<file path="src/rtl/core/ted_pkg.sv">
`timescale 1ns / 1ps
// ----------------------------------------------------------------------------
// ted_pkg
// Shared constants and types of the tide extremum detector.
// ----------------------------------------------------------------------------
package ted_pkg;

   // default field widths
   localparam int TIME_WIDTH_DEF   = 40;
   localparam int HEIGHT_WIDTH_DEF = 32;

   // fraction bits of the interpolation offset, and quotient bits per stage
   localparam int OFS_FRAC  = 16;
   localparam int DIV_STEPS = 2;

   // event kinds
   localparam logic KIND_HIGH = 1'b0;
   localparam logic KIND_LOW  = 1'b1;

   // per-event control flags travelling with the data
   typedef struct packed {
      logic kind;      // KIND_HIGH or KIND_LOW
      logic refine;    // equal steps and nonzero denominator
      logic sign_x;    // sign(diff) xor sign(den)
      logic diff_neg;  // older - newest < 0
      logic step_neg;  // time step negative
   } ted_flags_type;

endpackage

</file>
<file path="src/rtl/core/ted_divider.sv">
`timescale 1ns / 1ps
// ----------------------------------------------------------------------------
// ted_divider
// Pipelined restoring divider: floor(num * 2^OFS_FRAC / dd), DIV_STEPS
// quotient bits per stage, with the event payload carried alongside.
// ----------------------------------------------------------------------------
module ted_divider import ted_pkg::*; #(
   parameter int TIME_WIDTH   = TIME_WIDTH_DEF,
   parameter int HEIGHT_WIDTH = HEIGHT_WIDTH_DEF
) (
   input  logic                           clock,
   input  logic                           reset,
   input  logic                           in_valid,
   output logic                           in_ready,
   input  ted_flags_type                  in_flags,
   input  logic [HEIGHT_WIDTH:0]          in_num,
   input  logic [HEIGHT_WIDTH+2:0]        in_dd,
   input  logic [TIME_WIDTH-1:0]          in_smag,
   input  logic signed [HEIGHT_WIDTH-1:0] in_mid,
   input  logic [TIME_WIDTH-1:0]          in_mid_time,
   output logic                           out_valid,
   input  logic                           out_ready,
   output ted_flags_type                  out_flags,
   output logic [OFS_FRAC-1:0]            out_q,
   output logic                           out_ge,
   output logic [HEIGHT_WIDTH:0]          out_num,
   output logic [TIME_WIDTH-1:0]          out_smag,
   output logic signed [HEIGHT_WIDTH-1:0] out_mid,
   output logic [TIME_WIDTH-1:0]          out_mid_time
);

   localparam int TW     = TIME_WIDTH;
   localparam int HW     = HEIGHT_WIDTH;
   localparam int RW     = HEIGHT_WIDTH + 3;
   localparam int STAGES = OFS_FRAC / DIV_STEPS;

   logic                 v_ff     [STAGES];
   logic                 en       [STAGES];
   logic [RW-1:0]        r_ff     [STAGES];
   logic [OFS_FRAC-1:0]  q_ff     [STAGES];
   logic [RW-1:0]        dd_ff    [STAGES];
   logic                 ge_ff    [STAGES];
   ted_flags_type        flags_ff [STAGES];
   logic [HW:0]          num_ff   [STAGES];
   logic [TW-1:0]        smag_ff  [STAGES];
   logic signed [HW-1:0] mid_ff   [STAGES];
   logic [TW-1:0]        midt_ff  [STAGES];

   // stage inputs
   logic                 src_v     [STAGES];
   logic [RW-1:0]        src_r     [STAGES];
   logic [OFS_FRAC-1:0]  src_q     [STAGES];
   logic [RW-1:0]        src_dd    [STAGES];
   ted_flags_type        src_flags [STAGES];
   logic [HW:0]          src_num   [STAGES];
   logic [TW-1:0]        src_smag  [STAGES];
   logic signed [HW-1:0] src_mid   [STAGES];
   logic [TW-1:0]        src_midt  [STAGES];

   logic [RW-1:0]        r_nx  [STAGES];
   logic [OFS_FRAC-1:0]  q_nx  [STAGES];
   logic                 ge_nx [STAGES];

   always_comb begin
      logic nxt;
      nxt = out_ready;
      for (int k = STAGES - 1; k >= 0; k--) begin
         en[k] = !v_ff[k] || nxt;
         nxt   = en[k];
      end
   end

   assign in_ready = en[0];

   always_comb begin
      src_v[0]     = in_valid;
      src_r[0]     = RW'(in_num);
      src_q[0]     = '0;
      src_dd[0]    = in_dd;
      src_flags[0] = in_flags;
      src_num[0]   = in_num;
      src_smag[0]  = in_smag;
      src_mid[0]   = in_mid;
      src_midt[0]  = in_mid_time;
      for (int k = 1; k < STAGES; k++) begin
         src_v[k]     = v_ff[k-1];
         src_r[k]     = r_ff[k-1];
         src_q[k]     = q_ff[k-1];
         src_dd[k]    = dd_ff[k-1];
         src_flags[k] = flags_ff[k-1];
         src_num[k]   = num_ff[k-1];
         src_smag[k]  = smag_ff[k-1];
         src_mid[k]   = mid_ff[k-1];
         src_midt[k]  = midt_ff[k-1];
      end
   end

   // DIV_STEPS restoring steps per stage; remainder stays below dd while num is below dd
   always_comb begin
      logic [RW-1:0]       r_w;
      logic [OFS_FRAC-1:0] q_w;
      for (int k = 0; k < STAGES; k++) begin
         r_w = src_r[k];
         q_w = src_q[k];
         for (int j = 0; j < DIV_STEPS; j++) begin
            r_w = r_w << 1;
            q_w = q_w << 1;
            if (r_w >= src_dd[k]) begin
               r_w    = r_w - src_dd[k];
               q_w[0] = 1'b1;
            end
         end
         r_nx[k] = r_w;
         q_nx[k] = q_w;
      end
      // ratio of one or more saturates the offset
      ge_nx[0] = (RW'(in_num) >= in_dd);
      for (int k = 1; k < STAGES; k++) begin
         ge_nx[k] = ge_ff[k-1];
      end
   end

   always_ff @(posedge clock) begin
      if (reset) begin
         for (int k = 0; k < STAGES; k++) begin
            v_ff[k] <= 1'b0;
         end
      end else begin
         for (int k = 0; k < STAGES; k++) begin
            if (en[k]) begin
               v_ff[k] <= src_v[k];
            end
         end
      end
   end

   always_ff @(posedge clock) begin
      for (int k = 0; k < STAGES; k++) begin
         if (en[k]) begin
            r_ff[k]     <= r_nx[k];
            q_ff[k]     <= q_nx[k];
            dd_ff[k]    <= src_dd[k];
            ge_ff[k]    <= ge_nx[k];
            flags_ff[k] <= src_flags[k];
            num_ff[k]   <= src_num[k];
            smag_ff[k]  <= src_smag[k];
            mid_ff[k]   <= src_mid[k];
            midt_ff[k]  <= src_midt[k];
         end
      end
   end

   assign out_valid    = v_ff[STAGES-1];
   assign out_flags    = flags_ff[STAGES-1];
   assign out_q        = q_ff[STAGES-1];
   assign out_ge       = ge_ff[STAGES-1];
   assign out_num      = num_ff[STAGES-1];
   assign out_smag     = smag_ff[STAGES-1];
   assign out_mid      = mid_ff[STAGES-1];
   assign out_mid_time = midt_ff[STAGES-1];

endmodule

</file>
<file path="config.mk">
export PLATFORM = sky130hd
export DESIGN_NAME = ted_divider
export DESIGN_NICKNAME = d
export VERILOG_FILES = /design/src/rtl/core/ted_pkg.sv /design/src/rtl/core/ted_divider.sv
export SDC_FILE = /design/constraint.sdc
export NUM_CORES = 2
export LEC_CHECK = 0
export BUFFER_PORTS_ARGS = -buffer_cell sky130_fd_sc_hd__buf_2
export CORE_UTILIZATION = 60
export CTS_BUF_LIST = sky130_fd_sc_hd__clkbuf_8
export DETAILED_ROUTE_END_ITERATION = 16
export PLACE_DENSITY = 0.78
export SLEW_MARGIN = 10
export SYNTH_ARGS = -nofsm -noshare
export SYNTH_HDL_FRONTEND = slang
export SYNTH_SLANG_ARGS = --single-unit
</file>
<file path="constraint.sdc">
create_clock -name clock -period 26.2 [get_ports clock]
set_clock_uncertainty 0.2 [all_clocks]
set_input_delay 5.24 -clock clock [delete_from_list [all_inputs] [get_ports clock]]
set_output_delay 5.24 -clock clock [all_outputs]
set_load 0.1 [all_outputs]
</file>
---- Yosys cells after proc, flatten, opt, wreduce, memory -nomap -nowiden ----
Memory sizes are Yosys's and may differ from the RTL's.
Index checks and enable logic that the tools add are counted.
Widths: inputs -> output; s select.
storage, ports and cells
  register bits after elaboration ......... 0
  bits in latches ......................... 0
  bits in writable memories ............... 1,904
  memory bits (read-only) ................. 0
  input bits .............................. 189
  memories kept ........................... 10
operators by class
  $add $sub $neg .......................... 16
  $mul .................................... 0
  div/mod/pow operators ................... 0
  $lt $le $gt $ge ......................... 17
  equality and inequality tests ........... 0
  shift-type cells ........................ 0
  mux-type cells .......................... 74
  bitwise operators ....................... 8
  reductions and logical operators ........ 16
memories
  memory       depth  width  read ports  clocked after memory_dff  wr ports  line               source
  midt_ff      8      40     8           0                         8         ted_divider.sv:47  logic [TW-1:0] midt_ff [STAGES];
  smag_ff      8      40     8           0                         8         ted_divider.sv:45  logic [TW-1:0] smag_ff [STAGES];
  dd_ff        8      35     7           0                         8         ted_divider.sv:41  logic [RW-1:0] dd_ff [STAGES];
  r_ff         8      35     7           0                         8         ted_divider.sv:39  logic [RW-1:0] r_ff [STAGES];
  num_ff       8      33     8           0                         8         ted_divider.sv:44  logic [HW:0] num_ff [STAGES];
  mid_ff       8      32     8           0                         8         ted_divider.sv:46  logic signed [HW-1:0] mid_ff [STAGES];
  +4 memories  n/a    n/a    n/a         n/a                       n/a       n/a
operators with widths
  cell              number
  $ge 35x35->1      15
  $mux 35           8
  $sub 35x35->35    8
  $mux 34           8
  $sub 34x34->34    8
  $mux 1            58
  $ge 33x35->1      1
  $ge 34x35->1      1
  $logic_not 1->1   8
  $logic_or 1x1->1  8
  $or 1x1->1        8

---- Longest topological paths before layout ----
An unclocked memory read counts as a cell.
  depth after elaboration ................. 14
  mapped depth ............................ 27
  depth with buffers taken out ............ 24

---- Worst setup path before layout ----
No wires, ideal clock.
  path kind ............................... input to output
  from .................................... input port out_ready
  to ...................................... output port in_ready
  arrival ................................. 11,240 ps
  setup slack ............................. 9,520 ps
  stages .................................. 5
  path buffers ............................ 0
  cells stage by stage .................... nor2b_1 > and3_1 > and3_1 > and3_1 > nand2_1
on the way
  longest elaborated chain between the ends .. 8
ends and longest elaborated chain
  element                        line               source
  from (decl)                    ted_divider.sv:22  input logic out_ready,
  $logic_or 1x1->1 (8 in a row)  ted_divider.sv:68  en[k] = !v_ff[k] || nxt;
  to (decl)                      ted_divider.sv:14  output logic in_ready,
No other way between the ends.

---- Final worst setup path ----
Same ends and word-level chain as after synthesis.

==> qor.csv <==
metric,value,unit
status,completed,
wire_per_inst,21.7,um
hpwlAfterDp,150000,um
synth_async_sr_flop_share,0,
rows,140,
antenna_found_initial,34,
root_buffer,clkbuf_8,
totalPowerFinal,0.0126,W
drv_cap,0,
dp_slack,12.30,ns
ir_worst_vdd,0.0948,mV
vias,54800,
drc,0,
cp_max_fo,43,
swShare,0.395,
worst_path_max_delay_cell,and3_1,
final_util,0.660,
cts_max_path_buffers,4,
min_delay_worst_endpoint,flags_ff[1][15]$_DFFE_PP_,
fin_ws,12.32,ns
post-route-period-util,0.530,
path_clk_slew,0.06,ns
synth_top_area_share,0.600,
worstReg2RegStart,dd_ff[3][26]$_DFFE_PP_,
portBuffers,357,
critPathTopFamily,simple AND/OR/NAND/NOR gates,
grt_pass1_vias,54100,
drive_gt1_frac,0.151,
nFillCells,10400,
critical_path.max_stage_delay,0.55,ns
cp_cell_sequence,buf_2 > nor2b_1 > and3_1 > and3_1 > and3_1 > nand2_4 > buf_2,
antenna_left,0,
cts_max_level,5,
hp-start,flags_ff[1][10]$_DFFE_PP_,
post_synth.cell_area_avg,13.0,um2
synth_top_area_cell,edfxtp_1,
fmax,72.0,MHz
grt_overflow_total,0,
hold_viol,0,
hp-class,flip-flop to flip-flop,
via_per_inst,5.89,
die_h,386,um
clock_sinks,1771,
die_area,0.149,mm2
gp_congestion,0.956,
postSynthCellCount,6798,
p_comb_frac,0.524,
maxSlewHeadroom,0.200,
ys_dominant_reg_cell,edfxtp_1,
critPathLaunchType,input port,
crit_buf_inv,2,
fp.dieW,386,um
syn_to_final_growth,8.67,%
ys_ff_latch,1771,
layout_min_cycle_time,13.88,ns
core_area,0.146,mm2
yosys_warnings,0,
netSwitchingPower,0.00500,W
drt_first_pass_iters,5,
grt_start_max_net_pins,169,
intPower,0.00764,W
synth-seq-area-share,0.600,
finalSetupViolations,0,
initial_utilization,0.607,
grt_first_pass_wirelength,307000,um
clkPwrFrac,0.166,
r2r_end,r_ff[4][21]$_DFFE_PP_,
setup_tns,0,ns
worst_slew_pin_slew,1.20,ns
cts_made_buffers,291,
timing.hold.ws,0.144,ns
mappedNetlistArea,0.0887,mm2
routed_wl,202000,um
worstPathArrival,8.44,ns
cts_resized,0,
nets,7955,
io_pins,358,
synth_cell_types,92,
hold_depth,0,
rsz0062_at_grt,false,
seqPwrFrac,0.310,
postCtsHoldBufs,0,
crit_required,20.76,ns
rrSetupSlack,18.00,ns
yosys-top-cells-area,"edfxtp_1 60%, ha_1 8.2%, mux2_2 3.6%",
cts_tree,built,
ff2ff_path_depth,23,
p_leak,39.9,nW
crit_type,input port to primary output,
worstSetupEndpointType,primary output,
syn_nets,7579,
drt_iter0_markers,4254,
power.density,131,mW/mm2
path_common_cell,and3_1,
cts_setup_buffers,0,
synth-edff-count,1771,
grt.total_usage,0.266,
clkLatencyLatePin,0.97,ns
slew_violations,0,
## worst register-to-register path, delay by kind of cell, from the launching register on
family | cells | cell delay (ns)
compound gates | 10 | 2.99
fa+ha+maj | 2 | 0.83
mux | 2 | 0.79
flops | 1 | 0.41
simple gates | 4 | 1.50
buf+inv | 5 | 1.23
## layout by cell type (no fill, tap or decap), drive strengths merged, types with 88 or more instances in the layout
master | synthesis | final
clkinv | 0 | 97
nand4 | 88 | 88
xor2 | 163 | 163
o21ai | 334 | 334
clkbuf | 97 | 296
a21oi | 513 | 513
ha | 584 | 584
nand3 | 104 | 104
buf | 213 | 393
inv | 413 | 482
nor2 | 291 | 291
edfxtp | 1771 | 1771
mux2 | 336 | 336
a21o | 272 | 272
xnor2 | 289 | 289
nand2 | 385 | 385
## synth_stat cells (all sizes together), types with 17 or more instances
| cell | number |
|---|---|
| o211ai | 47 |
| buf | 213 |
| a31oi | 75 |
| nand2b | 62 |
| nor4 | 19 |
| a21oi | 513 |
| a41oi | 20 |
| a211oi | 46 |
| xor2 | 163 |
| o21ai | 334 |
| o21a | 59 |
| o21bai | 76 |
| a31o | 19 |
| a221oi | 17 |
| and2 | 32 |
| clkbuf | 97 |
| nand4 | 88 |
| a21o | 272 |
| xnor2 | 289 |
| nand3 | 104 |
| nor2b | 58 |
| ha | 584 |
| nand2 | 385 |
| and4 | 22 |
| o31ai | 27 |
| nor3 | 65 |
| and3 | 63 |
| inv | 413 |
| nor2 | 291 |
| mux2 | 336 |
| edfxtp | 1771 |
## cell families after synthesis
kind of cell | Yosys count | synth area share
buf+inv | 723 | 0.0388
mux | 349 | 0.0446
compound gates | 1666 | 0.121
simple gates | 1245 | 0.0676
flops | 1771 | 0.600
xor+xnor | 452 | 0.0446
fa+ha+maj | 592 | 0.0842
## state kept, by name, summed over array words and instances, names as in the netlist
name	flops
smag_ff	320
num_ff	264
dd_ff	245
mid_ff	256
ge_ff	8
flags_ff	40
v_ff	8
r_ff	238
q_ff	72
midt_ff	320
## stage by stage
stage | cell area (um2) | cells
after floorplan | 88700 | 6798
after global placement | 91400 | 8798
after detailed placement | 91400 | 8798
after CTS | 96300 | 9275
after global routing | 96400 | 9280
final | 96400 | 9289
## metal layers
layer	vias up	GRT usage	wire [um]
met5	-	0	79
met1	26100	0.335	82100
met4	12	0.116	8230
met3	440	0.0431	12200
met2	1850	0.455	99000
li1	26300	-	-
## power groups by stage
stage	logic, W	registers (W)	clock network (W)
detailed placement	0.00648	0.00397	0
CTS	0.00654	0.00392	0.00215
floorplan	0.00525	0.00385	0
global route	0.00725	0.00395	0.00227
global placement	0.00637	0.00396	0
finish	0.00662	0.00392	0.00210
## cell type report
class | count | area [um2] | area share
antenna | 14 | 35.0 | 0.000364
clock buffer | 296 | 4070 | 0.0423
clock inverter | 181 | 875 | 0.00907
inverter | 413 | 1580 | 0.0164
multi-input combinational | 4304 | 32200 | 0.334
sequential | 1771 | 53200 | 0.552
tap | 1917 | 2400 | 0.0249
timing repair buffer | 393 | 2070 | 0.0215
## worst max-delay path by stage
stage                          from  endpoint  slack, ns  cells past startpoint
after floorplan           out_ready  in_ready       9.52                      5
after global placement    out_ready  in_ready      12.45                      7
after detailed placement  out_ready  in_ready      12.30                      7
after CTS                 out_ready  in_ready      12.27                      7
after global routing      out_ready  in_ready      12.18                      7
final                     out_ready  in_ready      12.32                      7
Power figures use the tool's default switching activity.
