$ cat config.mk
export PLATFORM = sky130hd
export DESIGN_NAME = ted_refine
export DESIGN_NICKNAME = d
export VERILOG_FILES = /design/src/rtl/core/ted_pkg.sv /design/src/rtl/core/ted_refine.sv
export SDC_FILE = /design/constraint.sdc
export NUM_CORES = 2
export LEC_CHECK = 0
export BUFFER_PORTS_ARGS = -buffer_cell sky130_fd_sc_hd__buf_2
export CORE_UTILIZATION = 46
export DETAILED_ROUTE_END_ITERATION = 12
export PLACE_DENSITY = 0.68
export SLEW_MARGIN = 30
export SYNTH_ARGS = -nofsm -noshare
export SYNTH_HDL_FRONTEND = slang
export SYNTH_SLANG_ARGS = --single-unit
$ cat constraint.sdc
create_clock -name clock -period 10.3 [get_ports clock]
set_input_delay 2.06 -clock clock [delete_from_list [all_inputs] [get_ports clock]]
set_output_delay 2.06 -clock clock [all_outputs]
set_load 0.05 [all_outputs]
$ cat src/rtl/core/ted_pkg.sv
`timescale 1ns / 1ps
// ----------------------------------------------------------------------------
// ted_pkg
// Shared constants and types of the tide extremum detector.
// ----------------------------------------------------------------------------
package ted_pkg;

   // default field widths
   localparam int TIME_WIDTH_DEF   = 40;
   localparam int HEIGHT_WIDTH_DEF = 32;

   // fraction bits of the interpolation offset, and quotient bits per stage
   localparam int OFS_FRAC  = 16;
   localparam int DIV_STEPS = 2;

   // event kinds
   localparam logic KIND_HIGH = 1'b0;
   localparam logic KIND_LOW  = 1'b1;

   // per-event control flags travelling with the data
   typedef struct packed {
      logic kind;      // KIND_HIGH or KIND_LOW
      logic refine;    // equal steps and nonzero denominator
      logic sign_x;    // sign(diff) xor sign(den)
      logic diff_neg;  // older - newest < 0
      logic step_neg;  // time step negative
   } ted_flags_type;

endpackage

$ cat src/rtl/core/ted_refine.sv
`timescale 1ns / 1ps
// ----------------------------------------------------------------------------
// ted_refine
// Applies the offset: scales time step and height difference by the offset,
// adds to the middle sample, saturates the height, holds the result.
// ----------------------------------------------------------------------------
module ted_refine import ted_pkg::*; #(
   parameter int TIME_WIDTH   = TIME_WIDTH_DEF,
   parameter int HEIGHT_WIDTH = HEIGHT_WIDTH_DEF
) (
   input  logic                           clock,
   input  logic                           reset,
   input  logic                           in_valid,
   output logic                           in_ready,
   input  ted_flags_type                  in_flags,
   input  logic [OFS_FRAC-1:0]            in_q,
   input  logic                           in_ge,
   input  logic [HEIGHT_WIDTH:0]          in_num,
   input  logic [TIME_WIDTH-1:0]          in_smag,
   input  logic signed [HEIGHT_WIDTH-1:0] in_mid,
   input  logic [TIME_WIDTH-1:0]          in_mid_time,
   output logic                           out_valid,
   input  logic                           out_ready,
   output logic                           out_kind,
   output logic [TIME_WIDTH-1:0]          out_time,
   output logic signed [HEIGHT_WIDTH-1:0] out_height
);

   localparam int TW  = TIME_WIDTH;
   localparam int HW  = HEIGHT_WIDTH;
   localparam int QW  = OFS_FRAC + 1;
   localparam int THW = TIME_WIDTH - OFS_FRAC;
   localparam int HHW = HEIGHT_WIDTH + 1 - OFS_FRAC;
   localparam logic [QW-1:0] Q_ONE = QW'(1) << OFS_FRAC;

   // stage 0: partial products
   logic                 v0_ff, en0;
   logic [QW-1:0]        qf;
   logic                 off_neg;
   logic [TW:0]          pt_hi_full;
   logic [2*OFS_FRAC:0]  pt_lo_full, ph_lo_full;
   logic [HW+1:0]        ph_hi_full;
   logic [TW-1:0]        pt_hi_ff;
   logic [QW-1:0]        pt_lo_ff;
   logic [HW:0]          ph_hi_ff;
   logic [QW-1:0]        ph_lo_ff;
   logic                 kind0_ff, tsub0_ff, hadd0_ff;
   logic signed [HW-1:0] mid0_ff;
   logic [TW-1:0]        midt0_ff;

   // stage 1: combined shift products
   logic                 v1_ff, en1;
   logic [HW:0]          corr_sum;
   logic [TW-1:0]        ts1_ff;
   logic [HW-2:0]        corr1_ff;
   logic                 kind1_ff, tsub1_ff, hadd1_ff;
   logic signed [HW-1:0] mid1_ff;
   logic [TW-1:0]        midt1_ff;

   // stage 2: result register
   logic                 v2_ff, en2;
   logic signed [HW+1:0] h_wide;
   logic signed [HW-1:0] h_sat;
   logic                 kind2_ff;
   logic [TW-1:0]        time2_ff;
   logic signed [HW-1:0] height2_ff;

   assign en2      = !v2_ff || out_ready;
   assign en1      = !v1_ff || en2;
   assign en0      = !v0_ff || en1;
   assign in_ready = en0;

   always_comb begin
      if (!in_flags.refine) begin
         qf = '0;
      end else if (in_ge) begin
         qf = Q_ONE;
      end else begin
         qf = QW'(in_q);
      end
      off_neg    = (qf != '0) && in_flags.sign_x;
      pt_hi_full = (TW+1)'(in_smag[TW-1:OFS_FRAC]) * (TW+1)'(qf);
      pt_lo_full = (2*OFS_FRAC+1)'(in_smag[OFS_FRAC-1:0]) * (2*OFS_FRAC+1)'(qf);
      ph_hi_full = (HW+2)'(in_num[HW:OFS_FRAC]) * (HW+2)'(qf);
      ph_lo_full = (2*OFS_FRAC+1)'(in_num[OFS_FRAC-1:0]) * (2*OFS_FRAC+1)'(qf);
   end

   always_ff @(posedge clock) begin
      if (reset) begin
         v0_ff <= 1'b0;
      end else if (en0) begin
         v0_ff <= in_valid;
      end
   end

   always_ff @(posedge clock) begin
      if (en0) begin
         pt_hi_ff <= pt_hi_full[TW-1:0];
         pt_lo_ff <= pt_lo_full[2*OFS_FRAC:OFS_FRAC];
         ph_hi_ff <= ph_hi_full[HW:0];
         ph_lo_ff <= ph_lo_full[2*OFS_FRAC:OFS_FRAC];
         kind0_ff <= in_flags.kind;
         tsub0_ff <= in_flags.step_neg ^ off_neg;
         hadd0_ff <= in_flags.diff_neg ^ off_neg;
         mid0_ff  <= in_mid;
         midt0_ff <= in_mid_time;
      end
   end

   // height correction is the product shifted two more places (factor 0.25)
   assign corr_sum = ph_hi_ff + (HW+1)'(ph_lo_ff);

   always_ff @(posedge clock) begin
      if (reset) begin
         v1_ff <= 1'b0;
      end else if (en1) begin
         v1_ff <= v0_ff;
      end
   end

   always_ff @(posedge clock) begin
      if (en1) begin
         ts1_ff   <= pt_hi_ff + TW'(pt_lo_ff);
         corr1_ff <= corr_sum[HW:2];
         kind1_ff <= kind0_ff;
         tsub1_ff <= tsub0_ff;
         hadd1_ff <= hadd0_ff;
         mid1_ff  <= mid0_ff;
         midt1_ff <= midt0_ff;
      end
   end

   always_comb begin
      if (hadd1_ff) begin
         h_wide = {{2{mid1_ff[HW-1]}}, mid1_ff} + {3'b000, corr1_ff};
      end else begin
         h_wide = {{2{mid1_ff[HW-1]}}, mid1_ff} - {3'b000, corr1_ff};
      end
      if (h_wide[HW+1:HW-1] == '0 || h_wide[HW+1:HW-1] == '1) begin
         h_sat = h_wide[HW-1:0];
      end else if (h_wide[HW+1]) begin
         h_sat = {1'b1, {(HW-1){1'b0}}};
      end else begin
         h_sat = {1'b0, {(HW-1){1'b1}}};
      end
   end

   always_ff @(posedge clock) begin
      if (reset) begin
         v2_ff <= 1'b0;
      end else if (en2) begin
         v2_ff <= v1_ff;
      end
   end

   always_ff @(posedge clock) begin
      if (en2) begin
         kind2_ff   <= kind1_ff;
         time2_ff   <= tsub1_ff ? (midt1_ff - ts1_ff) : (midt1_ff + ts1_ff);
         height2_ff <= h_sat;
      end
   end

   assign out_valid  = v2_ff;
   assign out_kind   = kind2_ff;
   assign out_time   = time2_ff;
   assign out_height = height2_ff;

endmodule

Word-level counts from Yosys, hierarchy flattened
Cells that the tools add are included.
{"block": "totals", "out_inout_bits": 75, "mem_count": 0, "input_bits": 171, "rom_bits": 0, "latchBits": 0, "reg_bits": 404, "wordCells": 51, "ramBits": 0}
{"block": "classes", "n_shift": 0, "mux": 6, "n_lt_le_gt_ge": 0, "n_reduce_logical": 10, "n_addsub": 6, "bitwise_logic": 2, "n_mul": 4, "n_div": 0, "n_eq_ne": 1}
{"operator": "multiplier 16 x 17 -> 33 bit", "n": 2}
{"operator": "two-way mux 32 bit", "n": 2}
{"operator": "adder 40 x 17 -> 40 bit", "n": 1}
{"operator": "adder 40 bit", "n": 1}
{"operator": "multiplier 24 x 17 -> 40 bit", "n": 1}
{"operator": "two-way mux 40 bit", "n": 1}
{"operator": "subtractor 40 bit", "n": 1}
{"operator": "two-way mux 17 bit", "n": 2}
{"operator": "two-way mux 34 bit", "n": 1}
{"operator": "adder 32 x 32 -> 33 bit", "n": 1}
{"operator": "adder 33 x 17 -> 33 bit", "n": 1}
{"operator": "multiplier 17 x 17 -> 33 bit", "n": 1}
{"operator": "subtractor 32 x 32 -> 33 bit", "n": 1}
{"operator": "nonzero test 17 bit", "n": 1}
{"operator": "logical OR 1 bit", "n": 4}
{"operator": "== test 3 bit (second input constant)", "n": 1}
{"operator": "zero test 1 bit", "n": 3}
{"operator": "zero test 3 bit", "n": 1}
{"operator": "XOR 1 bit", "n": 2}
{"operator": "logical AND 1 bit", "n": 1}

Logic depth before layout (Yosys ltp)
{"block": "depth", "word_depth": 5, "ltp_mapped": 32, "ltp_nobuf": 26}

Worst setup path after synthesis
OpenSTA, ideal clock, no wires.
{"block": "synth_timing", "kind": "input-to-reg", "from": "in in_flags[3] (netlist bit)", "to": "reg ph_hi_ff[29], data pin", "path_stages": 31, "path_buffers": 5, "required_time_ps": 10041, "setup_ps": 259, "arrival_ps": 9242, "setup_slack_ps": 798, "cell_sequence": "clkbuf_1 > nor2b_1 > clkbuf_1 > clkbuf_1 > and2_1 > clkbuf_1 > buf_1 > nand2_1 > fa_1 > inv_1 > fa_1 > inv_1 > fa_1 > inv_1 > fa_1 > inv_1 > fa_1 > fa_1 > inv_1 > ha_1 > a21o_1 > a21o_1 > a21oi_1 > o21ai_0 > or3_1 > o211a_1 > o21ai_1 > a21boi_1 > a311o_1 > a41oi_1 > xnor2_1"}
{"block": "synth_via", "elab_chain_cells": 2}
{"element": "from (decl)", "line": "ted_refine.sv:15", "text": "input ted_flags_type in_flags,"}
{"element": "two-way mux 17 bit", "line": "ted_refine.sv:74", "text": "if (!in_flags.refine) begin"}
{"element": "multiplier 17 x 17 -> 33 bit", "line": "ted_refine.sv:84", "text": "ph_hi_full = (HW+2)'(in_num[HW:OFS_FRAC]) * (HW+2)'(qf);"}
{"element": "net ph_hi_full[29]", "line": "ted_refine.sv:42", "text": "logic [HW+1:0] ph_hi_full;"}
{"element": "to (signal assigned)", "line": "ted_refine.sv:100", "text": "ph_hi_ff <= ph_hi_full[HW:0];"}
{"element": "to (decl)", "line": "ted_refine.sv:45", "text": "logic [HW:0] ph_hi_ff;"}
The timed path passes the listed nets, and every way through them passes these cells.
A chain may end at the register's enable or synchronous reset.

Final worst setup path
{"block": "layout_timing", "from": "in in_flags[3] (netlist bit)", "to": "reg pt_lo_ff[16], data pin"}
{"block": "layout_via", "elab_chain_cells": 2}
{"element": "two-way mux 17 bit", "line": "ted_refine.sv:74"}
{"element": "multiplier 16 x 17 -> 33 bit", "line": "ted_refine.sv:83", "text": "pt_lo_full = (2*OFS_FRAC+1)'(in_smag[OFS_FRAC-1:0]) * (2*OFS_FRAC+1)'(qf);"}
{"element": "net pt_lo_full[32]", "line": "ted_refine.sv:41", "text": "logic [2*OFS_FRAC:0] pt_lo_full, ph_lo_full;"}
{"element": "to (signal assigned)", "line": "ted_refine.sv:99", "text": "pt_lo_ff <= pt_lo_full[2*OFS_FRAC:OFS_FRAC];"}
{"element": "to (decl)", "line": "ted_refine.sv:44", "text": "logic [QW-1:0] pt_lo_ff;"}
The timed path passes the listed nets, and every way through them passes these cells.

==> results.cfg <==
[status]
status = completed

[sta]
fin_crit_ns = 9.20
slew_headroom = 0.413
setup_viol = 0
tns_ns = 0
hold_viol_final = 0
rsz0062_at_grt = false
slew_viol_final = 0
max_clock_freq_mhz = 109
tightest_slew_ns = 0.881
clock_skew_ns = 0.0267
fin_crit_sh = 0.893

[yosys]
syn_avg_cell_area_um2 = 9.56
synth.area.top_cells = fa_1 33%, edfxtp_1 20%, ha_1 11%, inv_1 8.2%, nand2_1 5.9%
ys_ff_latch = 404
synth.cell_area_um2 = 58700
synth_cell_types = 87
synth_edf_count = 401
synthArstFlopShare = 0
synth_top_area_share = 0.330
yosysSeqAreaShare = 0.206
synth_nets = 7807
synthFlopType = edfxtp_1
synth_area_leader_cell = fa_1
syn_inst = 6143
ys_warn_count = 0

[power_and_ir_drop]
pwr-share-clk = 0.144
p_leak_nw = 31.6
peakVddDrop_v = 0.000120
combPwrFrac = 0.587
cellPowerDensity_nw_per_um2 = 170
power.share.sequential = 0.269
switching_share = 0.456
power_mw = 10.7
power.switching_mw = 4.89
internal_power_mw = 5.84

[final_layout]
drive_above_1_share = 0.0716
fin_area_um2 = 63000
layout.nets = 7860
final-instance-count-excl-fill = 7888
area_growth_pct = 7.20

[die]
dieArea_um2 = 129000
row_count = 130
core_area_um2 = 126000
initial_core_util = 0.465
io_pins = 246
chipWidth_um = 359
die_h_um = 359

[global_route]
grt_overflow = 0
grt_usage = 0.247
grt_pass1_wl_mm = 249
grt_max_degree = 166
antenna_found_initial = 21
first_global_vias = 44567

[worst_setup_path]
crit_path_max_incr_delay_ns = 0.64
crit_required_ns = 10.62
arrival_ns = 9.52
crit_type = primary input to register
startpoint_type = primary input
endpoint_kind = register
cp_max_fo = 23
slowest_stage = and2_2
timing.critical_path.mode_cell = fa_1

[detailed_routing]
num_vias = 42825
antenna_left = 0
drt_iter0_markers = 3142
viasPerCell = 5.43
avgRoutedWirePerCell_um = 20.0
first_pass_iters = 6
drc = 0
wl_mm = 158

[clock_network]
h-tree-depth = 2
cts_tree = built
postCtsHoldBufs = 0
cts_root_buf = clkbuf_16
postCtsSetupBuffers = 0
clk_pin_slew_ns = 0.06
insertion_delay_ns = 0.58
cts_buffer_depth = 3
clock-sinks = 404
cts_resized = 0
cts_made_buffers = 42

[placed_design]
port_buffers = 245
placed_cell_area_um2 = 61500
gp_congestion = 0.933
hpwl_mm = 120
placed_cells = 7802

[run]
cap_violations = 0

[min_path]
hold_path.class = register to register
placed cells by master, fill, tap and decap left out, drive strengths merged, types with 8 or more instances in the layout:
master,count
nand4,27
diode,10
and2,31
ha,525
a31oi,25
xnor2,195
clkinv,15
nand2,920
o21a,29
nor2b,37
nor4,19
xor2,95
and3,446
a21o,85
clkinvlp,10
nand3,41
o21bai,15
edfxtp,401
nor2,173
a21oi,204
buf,309
inv,1288
o21ai,121
fa,968
clkbuf,46
nand2b,27
nor3,41
a211oi,13
o211ai,8
power groups by stage:
| stage | combinational [mW] | sequential [mW] | clock [mW] |
|---|---|---|---|
| finish | 6.30 | 2.88 | 1.55 |
| global route | 7.01 | 2.94 | 1.65 |
| CTS | 6.28 | 2.89 | 1.60 |
| detailed placement | 6.24 | 2.92 | 0 |
| global placement | 6.13 | 2.90 | 0 |
| floorplan | 4.14 | 3.36 | 0 |
flip-flops by register name (all words and copies together) (netlist names), 17 cells and up:
| signal | count |
|---|---|
| out_time | 40 |
| midt1_ff | 40 |
| pt_lo_ff | 17 |
| mid0_ff | 32 |
| corr1_ff | 31 |
| mid1_ff | 32 |
| out_height | 32 |
| ph_lo_ff | 17 |
| ph_hi_ff | 33 |
| midt0_ff | 40 |
| ts1_ff | 40 |
| pt_hi_ff | 40 |
through the flow:
step,hold WS [ns],util,worst slack [ns]
2_1_floorplan,0.400,-,0.798
3_3_place_gp,0.401,0.487,0.798
3_5_place_dp,0.405,0.488,0.673
4_1_cts,0.395,0.499,1.24
5_1_grt,0.399,0.499,0.680
6_report,0.395,0.499,1.10
synthesized netlist by cell type, types with 3 or more instances:
library cell / count
inv_1: 1287
fa_1: 968
nand2_1: 919
ha_1: 525
and3_1: 446
edfxtp_1: 401
clkbuf_1: 254
a21oi_1: 203
xnor2_1: 194
nor2_1: 172
o21ai_0: 100
xor2_1: 94
a21o_1: 85
buf_1: 41
nand3_1: 41
nor3_1: 40
nor2b_1: 37
and2_1: 30
o21a_1: 29
nand2b_1: 27
nand4_1: 27
a31oi_1: 22
nor4_1: 18
o21bai_1: 15
a211oi_1: 13
o21ai_2: 12
o21ai_1: 9
o211ai_1: 8
a31o_2: 7
and4_1: 7
or2_2: 7
a21boi_0: 6
o31a_1: 6
a211o_1: 5
o31ai_1: 5
o41ai_1: 5
or3_1: 4
a2111oi_0: 3
a311oi_1: 3
buf_4: 3
dfxtp_1: 3
maj3_1: 3
nand3b_1: 3
o2111ai_1: 3
o211a_1: 3
layer usage:
metal | GRT usage | up-vias | share of wire
met3 | 0.0497 | 319 | 0.092
met1 | 0.322 | 21293 | 0.40
met4 | 0.0921 | 12 | 0.039
met5 | 0 | - | 0.00059
met2 | 0.404 | 1818 | 0.46
li1 | - | 19383 | -
cell families after synthesis:
| kind of cell | share of synthesized area |
|---|---|
| adder cells (fa/ha/maj) | 0.442 |
| buffers and inverters | 0.102 |
| AO/OA/AOI/OAI | 0.0625 |
| multiplexers | 0.000362 |
| flip-flops | 0.206 |
| AND/OR/NAND/NOR | 0.144 |
| XOR/XNOR | 0.0437 |
worst max-delay path: cells and delay by family:
kind                     cells  cell delay [ns]
adder cells (fa/ha/maj)      7             3.32
AO/OA/AOI/OAI                8             1.66
AND/OR/NAND/NOR              6             1.53
buffers and inverters        7             0.91
layout make-up:
class | instances | area [µm²]
Antenna cell | 10 | 25.0
Clock buffer | 46 | 1090
Clock inverter | 30 | 315
Fill cell | 11539 | 63200
Inverter | 1287 | 4840
Multi-Input combinational cell | 4152 | 40700
Sequential cell | 404 | 12100
Tap cell | 1650 | 2060
Timing Repair Buffer | 309 | 1810
final timing paths:
check | slack, ns | cells after the start | from | end
min | 0.40 | 0 | mid0_ff[2] | mid1_ff[2]
min reg2reg | 0.40 | 0 | mid0_ff[2] | mid1_ff[2]
max | 1.10 | 28 | in_flags[3] | pt_lo_ff[16]
max reg2reg | 5.25 | 18 | ts1_ff[3] | out_time[39]
Power figures use the tool's default switching activity.
