==> src/rtl/core/ted_pkg.sv <==
`timescale 1ns / 1ps
// ----------------------------------------------------------------------------
// ted_pkg
// Shared constants and types of the tide extremum detector.
// ----------------------------------------------------------------------------
package ted_pkg;

   // default field widths
   localparam int TIME_WIDTH_DEF   = 40;
   localparam int HEIGHT_WIDTH_DEF = 32;

   // fraction bits of the interpolation offset, and quotient bits per stage
   localparam int OFS_FRAC  = 16;
   localparam int DIV_STEPS = 2;

   // event kinds
   localparam logic KIND_HIGH = 1'b0;
   localparam logic KIND_LOW  = 1'b1;

   // per-event control flags travelling with the data
   typedef struct packed {
      logic kind;      // KIND_HIGH or KIND_LOW
      logic refine;    // equal steps and nonzero denominator
      logic sign_x;    // sign(diff) xor sign(den)
      logic diff_neg;  // older - newest < 0
      logic step_neg;  // time step negative
   } ted_flags_type;

endpackage

==> src/rtl/core/ted_window.sv <==
`timescale 1ns / 1ps
// ----------------------------------------------------------------------------
// ted_window
// Sample window and classification: holds the two previous samples, tests
// the middle one for a high or low and prepares divider operands.
// ----------------------------------------------------------------------------
module ted_window import ted_pkg::*; #(
   parameter int TIME_WIDTH   = TIME_WIDTH_DEF,
   parameter int HEIGHT_WIDTH = HEIGHT_WIDTH_DEF
) (
   input  logic                           clock,
   input  logic                           reset,
   input  logic                           in_valid,
   output logic                           in_ready,
   input  logic [TIME_WIDTH-1:0]          in_time,
   input  logic signed [HEIGHT_WIDTH-1:0] in_height,
   input  logic                           in_start,
   output logic                           out_valid,
   input  logic                           out_ready,
   output ted_flags_type                  out_flags,
   output logic [HEIGHT_WIDTH:0]          out_num,
   output logic [HEIGHT_WIDTH+2:0]        out_dd,
   output logic [TIME_WIDTH-1:0]          out_smag,
   output logic signed [HEIGHT_WIDTH-1:0] out_mid,
   output logic [TIME_WIDTH-1:0]          out_mid_time
);

   localparam int TW = TIME_WIDTH;
   localparam int HW = HEIGHT_WIDTH;
   localparam logic [1:0] FILL_FULL = 2'd2;

   // window
   logic signed [HW-1:0] older_h_ff, mid_h_ff;
   logic [TW-1:0]        older_t_ff, mid_t_ff;
   logic [1:0]           fill_ff, fill_in, fill_eff;
   logic                 accept, full;

   // stage 0: captured triple
   logic                 v0_ff, en0;
   logic signed [HW-1:0] b0_ff, m0_ff, a0_ff;
   logic [TW-1:0]        to0_ff, tm0_ff, tn0_ff;

   // stage 1: compare and differences
   logic                 v1_ff, en1;
   logic                 kind1_ff;
   logic signed [HW+1:0] den1_ff, den_c;
   logic signed [HW:0]   diff1_ff, diff_c;
   logic [TW-1:0]        s1_1_ff, s2_1_ff;
   logic signed [HW-1:0] m1_ff;
   logic [TW-1:0]        tm1_ff;
   logic                 high_c, low_c;

   // stage 2: magnitudes and flags
   logic                 v2_ff, en2;
   ted_flags_type        flags2_ff, flags_c;
   logic [HW:0]          num2_ff, num_c;
   logic [HW+2:0]        dd2_ff, dd_c;
   logic [HW+1:0]        den_mag;
   logic [TW-1:0]        smag2_ff, smag_c;
   logic signed [HW-1:0] m2_ff;
   logic [TW-1:0]        tm2_ff;

   assign en2      = !v2_ff || out_ready;
   assign en1      = !v1_ff || en2;
   assign en0      = !v0_ff || en1;
   assign in_ready = en0;
   assign accept   = in_valid && en0;

   // curve start empties the window before this sample is considered
   assign fill_eff = in_start ? '0 : fill_ff;
   assign full     = (fill_eff == FILL_FULL);
   assign fill_in  = full ? FILL_FULL : fill_eff + 2'd1;

   always_ff @(posedge clock) begin
      if (reset) begin
         fill_ff <= '0;
      end else if (accept) begin
         fill_ff <= fill_in;
      end
   end

   always_ff @(posedge clock) begin
      if (accept) begin
         if (fill_eff != '0) begin
            older_h_ff <= mid_h_ff;
            older_t_ff <= mid_t_ff;
         end
         mid_h_ff <= in_height;
         mid_t_ff <= in_time;
      end
   end

   // stage 0
   always_ff @(posedge clock) begin
      if (reset) begin
         v0_ff <= 1'b0;
      end else if (en0) begin
         v0_ff <= accept && full;
      end
   end

   always_ff @(posedge clock) begin
      if (en0) begin
         b0_ff  <= older_h_ff;
         m0_ff  <= mid_h_ff;
         a0_ff  <= in_height;
         to0_ff <= older_t_ff;
         tm0_ff <= mid_t_ff;
         tn0_ff <= in_time;
      end
   end

   // stage 1
   always_comb begin
      high_c = (m0_ff > b0_ff) && (m0_ff >= a0_ff);
      low_c  = (m0_ff < b0_ff) && (m0_ff <= a0_ff);
      den_c  = {{2{b0_ff[HW-1]}}, b0_ff} - {m0_ff[HW-1], m0_ff, 1'b0}
             + {{2{a0_ff[HW-1]}}, a0_ff};
      diff_c = {b0_ff[HW-1], b0_ff} - {a0_ff[HW-1], a0_ff};
   end

   always_ff @(posedge clock) begin
      if (reset) begin
         v1_ff <= 1'b0;
      end else if (en1) begin
         v1_ff <= v0_ff && (high_c || low_c);
      end
   end

   always_ff @(posedge clock) begin
      if (en1) begin
         kind1_ff <= low_c ? KIND_LOW : KIND_HIGH;
         den1_ff  <= den_c;
         diff1_ff <= diff_c;
         s1_1_ff  <= tm0_ff - to0_ff;
         s2_1_ff  <= tn0_ff - tm0_ff;
         m1_ff    <= m0_ff;
         tm1_ff   <= tm0_ff;
      end
   end

   // stage 2
   always_comb begin
      num_c   = $unsigned(diff1_ff[HW] ? -diff1_ff : diff1_ff);
      den_mag = $unsigned(den1_ff[HW+1] ? -den1_ff : den1_ff);
      dd_c    = {1'b0, den_mag[HW:0], 1'b0};
      smag_c  = s1_1_ff[TW-1] ? (~s1_1_ff + 1'b1) : s1_1_ff;
      flags_c.kind     = kind1_ff;
      flags_c.refine   = (s1_1_ff == s2_1_ff) && (den1_ff != '0);
      flags_c.sign_x   = diff1_ff[HW] ^ den1_ff[HW+1];
      flags_c.diff_neg = diff1_ff[HW];
      flags_c.step_neg = s1_1_ff[TW-1];
   end

   always_ff @(posedge clock) begin
      if (reset) begin
         v2_ff <= 1'b0;
      end else if (en2) begin
         v2_ff <= v1_ff;
      end
   end

   always_ff @(posedge clock) begin
      if (en2) begin
         flags2_ff <= flags_c;
         num2_ff   <= num_c;
         dd2_ff    <= dd_c;
         smag2_ff  <= smag_c;
         m2_ff     <= m1_ff;
         tm2_ff    <= tm1_ff;
      end
   end

   assign out_valid    = v2_ff;
   assign out_flags    = flags2_ff;
   assign out_num      = num2_ff;
   assign out_dd       = dd2_ff;
   assign out_smag     = smag2_ff;
   assign out_mid      = m2_ff;
   assign out_mid_time = tm2_ff;

endmodule

==> config.mk <==
export PLATFORM = sky130hd
export DESIGN_NAME = ted_window
export DESIGN_NICKNAME = d
export VERILOG_FILES = /design/src/rtl/core/ted_pkg.sv /design/src/rtl/core/ted_window.sv
export SDC_FILE = /design/constraint.sdc
export NUM_CORES = 1
export LEC_CHECK = 0
export BUFFER_PORTS_ARGS = -buffer_cell sky130_fd_sc_hd__clkbuf_2
export CAP_MARGIN = 20
export CORE_ASPECT_RATIO = 0.6
export CORE_MARGIN = 8
export CORE_UTILIZATION = 37
export CTS_CLUSTER_SIZE = 16
export DETAILED_ROUTE_END_ITERATION = 16
export GPL_ROUTABILITY_DRIVEN = 0
export SETUP_SLACK_MARGIN = 0.1
export SLEW_MARGIN = 20
export SYNTH_ARGS = -nofsm -noshare
export SYNTH_HDL_FRONTEND = slang
export SYNTH_SLANG_ARGS = --single-unit
==> constraint.sdc <==
create_clock -name clock -period 24.1 [get_ports clock]
set_clock_uncertainty 0.2 [all_clocks]
set_input_delay 2.41 -clock clock [delete_from_list [all_inputs] [get_ports clock]]
set_output_delay 2.41 -clock clock [all_outputs]
set_load 0.02 [all_outputs]
# ---- After elaboration in Yosys (flattened, before gate mapping)
# Index checks and enable logic that the tools add are counted.
dict set report totals {
  register_bits 768
  output_inout_bits 187
}
dict set report op_classes {
  n_bitwise 2
  n_eq_ne 2
  mux 6
  n_addsub 9
  n_reduce_logical 16
  n_lt_le_gt_ge 4
}
# operator n
set op_table {}
lappend op_table {{subtractor 40 bit} 2}
lappend op_table {{negator 33 bit} 2}
lappend op_table {{adder 40 x 1 -> 40 bit (second input constant)} 1}
lappend op_table {{== test 40 bit} 1}
lappend op_table {{NOT 40 bit} 1}
lappend op_table {{two-way mux 39 bit} 1}
lappend op_table {{adder 34 bit} 1}
lappend op_table {{nonzero test 34 bit} 1}
lappend op_table {{subtractor 32 x 33 -> 34 bit} 1}
lappend op_table {{two-way mux 33 bit} 1}
lappend op_table {{subtractor 32 x 32 -> 33 bit} 1}
lappend op_table {{greater-or-equal comparator 32 bit} 1}
lappend op_table {{> comparator 32 bit} 1}
lappend op_table {{less-or-equal comparator 32 bit} 1}
lappend op_table {{< comparator 32 bit} 1}
lappend op_table {{two-way mux 32 bit} 1}
lappend op_table {{logical AND 1 bit} 6}
lappend op_table {{logical OR 1 bit} 4}
lappend op_table {{two-way mux 2 bit} 2}
lappend op_table {{logical NOT 1 bit} 3}
lappend op_table {{adder 2 x 1 -> 2 bit (second input constant)} 1}
lappend op_table {{== test 2 bit (second input constant)} 1}
lappend op_table {{AND reduction 2 bit} 1}
lappend op_table {{nonzero test 2 bit} 1}
lappend op_table {{other kinds (2)} 2}

# ---- Longest topological paths before layout
dict set report depth {
  ltp_word 6
  depth_mapped 15
  depth_no_buf 14
}

# ---- Least setup slack after synthesis
# Ideal clock, no wire load.
dict set report synth_path {
  path_type {input to register}
  from {input port out_ready}
  to {register older_h_ff[0] (enable)}
  t_arrival_ps 11327
  setup_ps 502
  path_stages 4
  slack_ps 12071
  t_required_ps 23398
  path_cell_list {nor2b_1 nand3_1 nand2_1 nor2_1}
}
dict set report synth_between {
  elab_chain_cells 5
}
# element line_no
set synth_rtl {}
lappend synth_rtl {{start: declaration} ted_window.sv:19} ;# input logic out_ready,
lappend synth_rtl {{logical OR 1 bit} ted_window.sv:63} ;# assign en2 = !v2_ff || out_ready;
lappend synth_rtl {{logical OR 1 bit} ted_window.sv:64} ;# assign en1 = !v1_ff || en2;
lappend synth_rtl {{logical OR 1 bit} ted_window.sv:65} ;# assign en0 = !v0_ff || en1;
lappend synth_rtl {{named net in_ready} ted_window.sv:14} ;# output logic in_ready,
lappend synth_rtl {{logical AND 1 bit} ted_window.sv:67} ;# assign accept = in_valid && en0;
lappend synth_rtl {{AND reduction 2 bit (no line)} --}
lappend synth_rtl {{end signal: assignment} ted_window.sv:85} ;# older_h_ff <= mid_h_ff;
lappend synth_rtl {{end: declaration} ted_window.sv:33} ;# logic signed [HW-1:0] older_h_ff, mid_h_ff;
# The timed path passes the listed nets, and every way through them passes these cells.
# A chain may end at the register's enable or synchronous reset.

# ---- Worst setup path in the final report
dict set report layout_path {
  from {input port out_ready}
  to {output port in_ready}
}
dict set report layout_between {
  elab_chain_cells 3
}
# element line_no
set layout_rtl {}
lappend layout_rtl {{logical OR 1 bit} ted_window.sv:63}
lappend layout_rtl {{logical OR 1 bit} ted_window.sv:64}
lappend layout_rtl {{logical OR 1 bit} ted_window.sv:65}
lappend layout_rtl {{end: declaration} ted_window.sv:14}
# Every way passes these cells.

==> impl_metrics.json <==
{
  "setup_viol": 0,
  "status": "completed",
  "clock-sinks": 766,
  "reg2reg_to": "s1_1_ff[39]",
  "ys_ff_latch": 766,
  "cts.clk_slew.worst_paths_ps": 60,
  "path_buf_inv": 2,
  "slowest_delay_ps": 710,
  "synthXorXnorAreaFrac_pct": 6.71,
  "max_slew_margin_pct": 30.0,
  "hold_depth": 0,
  "firstDrtPassIters": 5,
  "required_ps": 21490,
  "fp.dieH_um": 255,
  "dp_slack_ps": 17760,
  "p_sw_uw": 1090,
  "synth_flop_cell": "edfxtp_1",
  "synth_cell_types": 71,
  "setup_tns_ps": 0,
  "cts_buffers": 74,
  "cpMaxStageDelayCell": "nor2b_1",
  "min_period_over_period_pct": 26.2,
  "ir_drop_mv": 0.0442,
  "placed_cell_area_um2": 38100,
  "power.combinational.fraction_pct": 19.5,
  "crit_path_end_kind": "output port",
  "min_period_ps": 6330,
  "synthSimpleGateAreaFrac_pct": 6.53,
  "synth-seq-area-share_pct": 65.1,
  "synth_cells": 2493,
  "routed_wl_mm": 89.3,
  "synth-edff-count": 761,
  "synth_area_um2": 35200,
  "critPathMostFrequentCell": "clkbuf_2",
  "r2r_start": "tm0_ff[1]",
  "h-tree-depth": 3,
  "fp.dieW_um": 414,
  "coreArea_um2": 94200,
  "maxSlewViolCount": 0,
  "async_flop_share_pct": 0,
  "portBuffers": 261,
  "crit_path_start_kind": "input port",
  "fin_ws_ps": 17770,
  "r2r_cells": 11,
  "p_int_uw": 2680,
  "drive_above_1_share_pct": 14.5,
  "wl_per_cell_um": 21.6,
  "grt_pass1_vias": 21300,
  "hold_slack_ps": 199,
  "design_area_um2": 40700,
  "finalHoldViolCount": 0,
  "routed_via_density": 5.17,
  "p_sw_share_pct": 28.9,
  "hp-start": "tm1_ff[16]",
  "rows": 87,
  "post_cts_buffers": 0,
  "synth_top_family_by_area": "adder cells",
  "ctsHoldBuffers": 0,
  "path_class": "input port to output port",
  "ctsRootBufferMaster": "clkbuf_16",
  "worstSkewPairLatency_ps": 630,
  "tightest_slew_ps": 1050,
  "antenna_found_initial": 15,
  "vias": 21300,
  "power_density_nw_per_um2": 92.7,
  "hp-class": "flop to flop",
  "power.share.clock_pct": 31.5,
  "gr-usage-all-layers_pct": 16.4,
  "reg2reg_slack_ps": 19060,
  "grt_setup_unrepaired": "false",
  "p_seq_share_pct": 49.0,
  "dieArea_um2": 106000,
  "drv_cap": 0,
  "fin_total_pwr_uw": 3770,
  "fmax_ghz": 0.158,
  "drt_iter0_markers": 2000,
  "arrival_ps": 3720,
  "ant_nets": 0,
  "leakagePower_uw": 0.0164,
  "synthMuxAreaShare_pct": 0.0284,
  "grt_pass1_wl_mm": 132,
  "cts_resized": 0,
  "grt_max_degree": 182,
  "min_to": "out_mid_time[16]",
  "synth_compound_area_share_pct": 9.06,
  "worstPathMaxFanout": 5,
  "io_pins": 264,
  "syn_area_per_cell_um2": 14.1,
  "worstPathCellList": "clkbuf_2, nor2b_1, nand3_4, clkbuf_2",
  "area_growth_pct": 15.5,
  "max-clock-path-buffers": 3,
  "start_util_pct": 37.4,
  "cts_tree": "yes",
  "crit_family": "simple AND/OR/NAND/NOR gates",
  "yosys.area_share.adder_pct": 9.52,
  "hpwl_mm": 67.0,
  "drc": 0,
  "fin_nets": 3142,
  "yosysWarnings": 0,
  "grt-ovfl-total": 0
}
-- Yosys cell counts (all sizes together), types with 4 or more instances --
master | count | area [um^2]
a21oi | 140 | 701
clkbuf | 21 | 78.8
nand3 | 21 | 105
nand2b | 38 | 238
o41ai | 15 | 139
o21a | 24 | 180
or3 | 20 | 136
fa | 35 | 701
nand2 | 97 | 364
o31ai | 31 | 233
dfxtp | 5 | 100
nor2 | 90 | 338
a21o | 77 | 578
o211ai | 5 | 37.5
and3 | 9 | 56.3
and2 | 5 | 31.3
a21boi | 7 | 52.6
o21ai | 109 | 546
xor2 | 70 | 613
a211oi | 16 | 120
a41oi | 4 | 35.0
a31oi | 7 | 43.8
nor2b | 27 | 169
edfxtp | 761 | 22900
buf | 5 | 41.3
a311oi | 7 | 61.3
nor3 | 27 | 135
a211o | 7 | 61.3
xnor2 | 200 | 1750
nand4 | 35 | 219
o21bai | 11 | 82.6
nand3b | 5 | 37.5
a221o | 4 | 40.0
nor4 | 17 | 113
and4 | 9 | 78.8
or2 | 11 | 68.8
or4 | 20 | 164
ha | 212 | 2650
inv | 250 | 938
-- metrics by stage --
| stage | instances | util, % |
|---|---|---|
| final | 4130 | 43.2 |
| after global routing | 4129 | 43.2 |
| after CTS | 4119 | 43.1 |
| after detailed placement | 3984 | 40.5 |
| after global placement | 3984 | 40.5 |
| after floorplan | 2494 | - |
-- final cells by class --
| cell class | count | area [um^2] |
|---|---|---|
| Clock inverter | 46 | 434 |
| Clock buffer | 89 | 2030 |
| Fill cell | 8440 | 53500 |
| Timing Repair Buffer | 274 | 1480 |
| Antenna cell | 7 | 17.5 |
| Inverter | 250 | 948 |
| Multi-Input combinational cell | 1452 | 11300 |
| Sequential cell | 766 | 23000 |
| Tap cell | 1246 | 1560 |
-- logic make-up after synthesis --
group | after synthesis
adder cells (fa/ha/maj) | 247
XOR/XNOR | 270
flip-flops | 766
AO/OA/AOI/OAI | 495
multiplexers | 1
other | 1
buffers and inverters | 276
AND/OR/NAND/NOR | 437
-- how the worst max path moves through the flow --
stage              start             to  slack (ps)  depth (start not counted)
2_1_floorplan  out_ready  older_h_ff[0]       12070                          4
4_1_cts        out_ready       in_ready       17760                          4
6_report       out_ready       in_ready       17770                          4
3_5_place_dp   out_ready      tm1_ff[2]       17760                          6
5_1_grt        out_ready       in_ready       17730                          4
3_3_place_gp   out_ready       in_ready       17790                          4
-- flip-flops by register name (all words and copies together) (netlist names), 34 cells and up --
name and flops:
mid_t_ff 40, tm1_ff 40, den1_ff 34, to0_ff 40
s2_1_ff 40, tn0_ff 40, s1_1_ff 40, out_smag 40
out_mid_time 40, older_t_ff 40, tm0_ff 40
-- power by group through the flow --
| stage | clock network, uW | logic [uW] | registers, uW |
|---|---|---|---|
| CTS | 1220 | 724 | 1860 |
| global route | 1260 | 793 | 1870 |
| global placement | 0 | 714 | 1880 |
| detailed placement | 0 | 719 | 1890 |
| floorplan | 0 | 389 | 1940 |
| finish | 1190 | 734 | 1850 |
-- worst register-to-register path: cells and delay by family, from the launching register on --
kind / cells / cell delay, ps
flops: 1 / 460
xor+xnor: 1 / 80
fa+ha+maj: 1 / 320
simple gates: 1 / 150
compound gates: 8 / 3590
-- metal layers --
layer / wire length [um] / vias up / track usage [%]
li1: - / 9892 / -
met1: 42600 / 10600 / 24.1
met2: 37000 / 738 / 23.5
met3: 7510 / 129 / 4.52
met4: 2140 / 6 / 4.81
met5: 36 / - / 0
-- placed cells by master, fill, tap and decap left out, drive strengths merged, types with 15 or more instances in the layout --
cell    netlist  layout
nand4        35      35
o21ai       109     109
nor3         27      27
nor2b        27      27
fa           35      35
edfxtp      761     761
ha          212     212
or3          20      20
xor2         70      70
clkinv        0      26
nor4         17      17
a211oi       16      16
o41ai        15      15
or4          20      20
nor2         90      90
a21oi       140     140
o31ai        31      31
a21o         77      77
nand2b       38      38
inv         250     253
o21a         24      24
clkbuf       21     350
nand3        21      21
nand2        97      97
xnor2       200     200
(Power assumes the default switching activity.)
